[src/hw/rtl/pfe_pkg.sv]
// shared types and constants for the postfix expression evaluator
// no dependencies; imported by every module of the block
`default_nettype none

package pfe_pkg;

  localparam int STACK_DEPTH   = 64;
  localparam int FRACTION_BITS = 16;
  localparam int VALUE_W       = 32;
  localparam int CNT_W         = $clog2(STACK_DEPTH + 1);
  localparam int ADDR_W        = $clog2(STACK_DEPTH);
  localparam int DIV_W         = VALUE_W + FRACTION_BITS;
  localparam int DIV_CNT_W     = $clog2(DIV_W + 1);

  localparam logic signed [VALUE_W-1:0] VAL_MAX = {1'b0, {(VALUE_W-1){1'b1}}};
  localparam logic signed [VALUE_W-1:0] VAL_MIN = {1'b1, {(VALUE_W-1){1'b0}}};

  typedef enum logic [1:0] {
    ACT_PUSH   = 2'd0,
    ACT_OPER   = 2'd1,
    ACT_FINISH = 2'd2,
    ACT_NONE   = 2'd3
  } action_e;

  typedef enum logic [1:0] {
    OP_ADD = 2'd0,
    OP_SUB = 2'd1,
    OP_MUL = 2'd2,
    OP_DIV = 2'd3
  } op_e;

  typedef enum logic [2:0] {
    ST_OK        = 3'd0,
    ST_UNDERFLOW = 3'd1,
    ST_OVERFLOW  = 3'd2,
    ST_DIVZERO   = 3'd3,
    ST_SATURATE  = 3'd4
  } status_e;

  typedef enum logic [1:0] {
    CMD_PUSH,
    CMD_OPER,
    CMD_FINISH
  } cmd_kind_e;

  typedef enum logic [1:0] {
    BK_IDLE,
    BK_OPER,
    BK_MUL,
    BK_DIV
  } back_state_e;

  typedef struct packed {
    logic [1:0]                action;
    logic [1:0]                operator_code;
    logic signed [VALUE_W-1:0] operand_value;
  } in_item_t;

  typedef struct packed {
    logic signed [VALUE_W-1:0] result_value;
    logic [2:0]                status;
  } out_item_t;

  typedef struct packed {
    cmd_kind_e                 kind;
    op_e                       op;
    logic signed [VALUE_W-1:0] value;
  } cmd_t;

endpackage

`default_nettype wire

[src/hw/rtl/pfe_front.sv]
// front end: accepts tokens, drops unused action codes, queues decoded commands
// depends on pfe_pkg
`default_nettype none

module pfe_front import pfe_pkg::*; (
  input  wire logic     clk,
  input  wire logic     rst,
  input  wire logic     push,
  output logic          full,
  input  wire in_item_t item,
  output logic          cmd_valid,
  output cmd_t          cmd,
  input  wire logic     cmd_ready
);

  cmd_t       slots [2];
  logic       wr_ptr;
  logic       rd_ptr;
  logic [1:0] fill;
  logic       take;
  logic       give;
  logic       keep;
  cmd_t       decoded;

  always_comb begin
    decoded.op    = op_e'(item.operator_code);
    decoded.value = item.operand_value;
    keep          = 1'b1;
    unique case (action_e'(item.action))
      ACT_PUSH:   decoded.kind = CMD_PUSH;
      ACT_OPER:   decoded.kind = CMD_OPER;
      ACT_FINISH: decoded.kind = CMD_FINISH;
      default: begin
        decoded.kind = CMD_PUSH;
        keep         = 1'b0;
      end
    endcase
  end

  assign full      = (fill == 2'd2);
  assign cmd_valid = (fill != 2'd0);
  assign cmd       = slots[rd_ptr];
  assign take      = push && !full && keep;
  assign give      = cmd_valid && cmd_ready;

  always_ff @(posedge clk) begin
    if (take) begin
      slots[wr_ptr] <= decoded;
    end
  end

  always_ff @(posedge clk) begin
    if (rst) begin
      wr_ptr <= 1'b0;
      rd_ptr <= 1'b0;
      fill   <= 2'd0;
    end else begin
      if (take) wr_ptr <= ~wr_ptr;
      if (give) rd_ptr <= ~rd_ptr;
      fill <= fill + {1'b0, take} - {1'b0, give};
    end
  end

endmodule

`default_nettype wire

[config.mk]
export PLATFORM = sky130hd
export DESIGN_NAME = pfe_front
export DESIGN_NICKNAME = d
export VERILOG_FILES = /design/src/hw/rtl/pfe_pkg.sv /design/src/hw/rtl/pfe_front.sv
export SDC_FILE = /design/constraint.sdc
export NUM_CORES = 1
export LEC_CHECK = 0
export BUFFER_PORTS_ARGS = -buffer_cell sky130_fd_sc_hd__buf_2
export CORE_ASPECT_RATIO = 2
export CORE_UTILIZATION = 55
export CTS_CLUSTER_DIAMETER = 80
export DETAILED_ROUTE_END_ITERATION = 12
export GPL_ROUTABILITY_DRIVEN = 0
export GPL_TIMING_DRIVEN = 1
export PLACE_DENSITY = 0.83
export SLEW_MARGIN = 20
export SYNTH_ARGS = -nofsm -noshare
export SYNTH_HDL_FRONTEND = slang
export SYNTH_SLANG_ARGS = --single-unit
[constraint.sdc]
create_clock -name clk -period 8.4 [get_ports clk]
set_clock_uncertainty 0.15 [all_clocks]
set_input_delay 1.26 -clock clk [delete_from_list [all_inputs] [get_ports clk]]
set_output_delay 1.26 -clock clk [all_outputs]
set_load 0.005 [all_outputs]
==> results.md <==
* Status: finished clean
* Hold-fix buffers, CTS at 0
* Crit. End Element: primary output
* Crit start category: register
* EDFF count, synth at 72
* WS Path Type: reg2out
* Max_cap viols at 0
* Largest net degree at the start of global routing at 37
* Cells after synthesis at 141
* Mean post-synth cell area at slightly above 20 um^2
* Req. time, crit path at 6.99 ns
* Cell variety after synth at 19
* Total congestion overflow at 0
* Worst-path fanout max at 36
* Clk pin slew, worst setup/hold paths at roughly 0.070 ns
* Area growth from synthesis to layout at 21.7%
* Max-slew headroom at 0.311
* Multi-input gate area at 587 um^2
* First-pass GRT wire length at 6.92 mm
* Post-CTS sizing at 0
* Combinational family with the most area after synthesis: multiplexers
* ANT nets after route at 0
* Top cell type's share of synthesized area at 0.750
* Pre-CTS setup slack at approximately 5.4 ns
* Clock sink count at 77
* Gr usage total at 0.187
* Comb pwr share at 0.225
* Horiz. Die Dim at 53.2 um
* Slowest cell delay on critical path at 0.87 ns
* IO buf count at slightly below 80
* DR vias/cell at roughly 5.0
* DIE HEIGHT at roughly 100 um
* Setup bufs post-CTS at 0
* RSZ-0062 raised after global routing: false
* First drt pass iteration count at 4
* Top-count cell post-synth: edfxtp_1
* Actual slew at the worst max-slew pin at 1.03 ns
* Remaining DRCs at 0
* Tmin final at 3.19 ns
* Simple-gate share of the synthesized area at 0.0352
* CTS Buffer Depth at 2
* Critical-path top delay cell: dfxtp_2
* Clock power frac at 0.254
* Die Area at 5550 um^2
* Sw Pwr at approximately 0.25 mW
* Internal Pwr Total at 0.753 mW
* Pleak at 1.34 nW
* Top cells by area, synth: edfxtp_1 75%, mux2_2 14%, dfxtp_1 3.5%, buf_6 1.2%, nor2_1 0.91%
* Total Neg Setup Slack at 0 ns
* Io pins at 78
* CP Data Arrival Time at 1.78 ns
* Final Slew Violations at 0
* Fill cells at 356
* Synth Area in Adders at 0.00868
* Final hold viol count at 0
* Fin nets at 267
* Post-DP HPWL at 3.12 mm
* Starting density of the core at 0.566
* Post-synthesis compound-gate area fraction at 0.00260
* Setup slack after layout at 5.21 ns
* Vias post-DR at 1448
* Diode count at 0
* CTS tree: built
* Sequential area share after synthesis at 0.785
* Commonest cells post-synth: 72 x edfxtp_1, 36 x mux2_2, 7 x nor2_1
* Register bit total from synthesis at 77
* Worst Path Buf+Inv at 1
* Clock latency on the worst-skew pair at about 0.33 ns
* Post-synthesis mux area share at 0.146
* Initial antenna violation count at 0
* Setup violations, final at 0
* Core area at 5090 um^2
* Largest delay share family, worst path: flip-flops
* WHS at 0.377 ns
* Syn. warnings at 0
* Post-synthesis xor/xnor area fraction at 0.00608
* Vias in the first global route at 1469
* Max H-tree Level at 3
* Min-Delay Path Class: reg2reg
* Syn Std Cell Area at roughly 2900 um^2
* Total Routed Length at 4.55 mm
* Share of cells above drive strength 1 at 0.587
* Drt wl/cell at 15.8 um
* Row Count at 37
* Ys async rst share at 0
* Largest area contributor in the netlist: edfxtp_1
* Peak VDD IR at between 0.0003 and 0.0004 V
* Critical-path cell list: mux2_2 > buf_2
* Pwr Density at 286 nW/um^2
* Tcrit/Tclk final at 0.380
* Sw Share at 0.250
* Root Driver: clkbuf_8
* Fmax at 0.314 GHz
* Synth Net Count at 183
* Synth Flop Type: edfxtp_1
* DRT iter0 DRCs at 30
* Sequential cell area at 2260 um^2
* Seq pwr share at 0.521
* CTS buffer count at 9
-- worst paths after layout --
kind	end	startpoint	slack, ns	cells after the start
worst max-delay path	cmd[11]	register	5.21	2
worst min-delay path	register	rd_ptr	0.38	2
worst max register to register	slots[1][7]	fill[0]	6.37	3
worst min register to register	register	rd_ptr	0.38	2
-- state kept, by name, summed over array words and instances (netlist names), named ones only --
name and count:
slots 72, fill 2, rd_ptr 1, wr_ptr 1
-- final cells by class --
cell class                      instances  area share
Tap cell                               58      0.0207
Clock inverter                          1     0.00143
Inverter                                2     0.00214
Timing Repair Buffer                   77       0.110
Sequential cell                        77       0.645
Clock buffer                           15      0.0532
Multi-Input combinational cell         58       0.167
-- cells in the final DEF, fill, tap and decap left out, types with 2 or more instances in the layout --
cell / n
nor2b_1: 3
ha_1: 2
mux2_2: 36
edfxtp_1: 72
clkbuf_8: 13
buf_2: 77
dfxtp_1: 4
nor2_4: 2
clkbuf_1: 2
inv_1: 2
nor2_1: 5
-- through the flow --
stage / total power [mW] / util / instance area, um^2 / instances
2_1_floorplan: 0.672 / - / 2880 / 141
3_3_place_gp: 0.755 / 0.651 / 3320 / 272
3_5_place_dp: 0.763 / 0.651 / 3320 / 272
4_1_cts: 1.02 / 0.689 / 3510 / 288
5_1_grt: 1.05 / 0.689 / 3510 / 288
6_report: 1.00 / 0.689 / 3510 / 288
-- kinds of logic after synthesis --
group | count (synthesis)
DFF | 77
xor gates and xnor gates | 2
buffers and inverters | 6
and+or+nand+nor | 16
AOI/OAI and AO/OA | 1
adders and majority gates | 2
muxes | 37
-- tightest hold or removal path, delay by kind of cell, from the launching register on --
family	cells	cell delay (ns)
flip-flops	1	0.33
XOR/XNOR	1	0.08
AND/OR/NAND/NOR	1	0.08
-- per-layer routing --
| metal | wire, um | part of all wire | vias up | track usage |
|---|---|---|---|---|
| met4 | 123 | 0.027 | 0 | 0.107 |
| li1 | - | - | 704 | - |
| met3 | 242 | 0.053 | 8 | 0.0673 |
| met2 | 2540 | 0.56 | 44 | 0.298 |
| met5 | 0 | 0 | - | 0 |
| met1 | 1650 | 0.36 | 692 | 0.206 |
-- power groups by stage --
stage	Sequential [mW]	Clock [mW]	Combinational, mW
2_1_floorplan	0.501	0	0.171
3_3_place_gp	0.529	0	0.226
3_5_place_dp	0.533	0	0.230
4_1_cts	0.525	0.262	0.231
5_1_grt	0.530	0.275	0.247
6_report	0.523	0.255	0.226
Power figures use the tool's default switching activity.
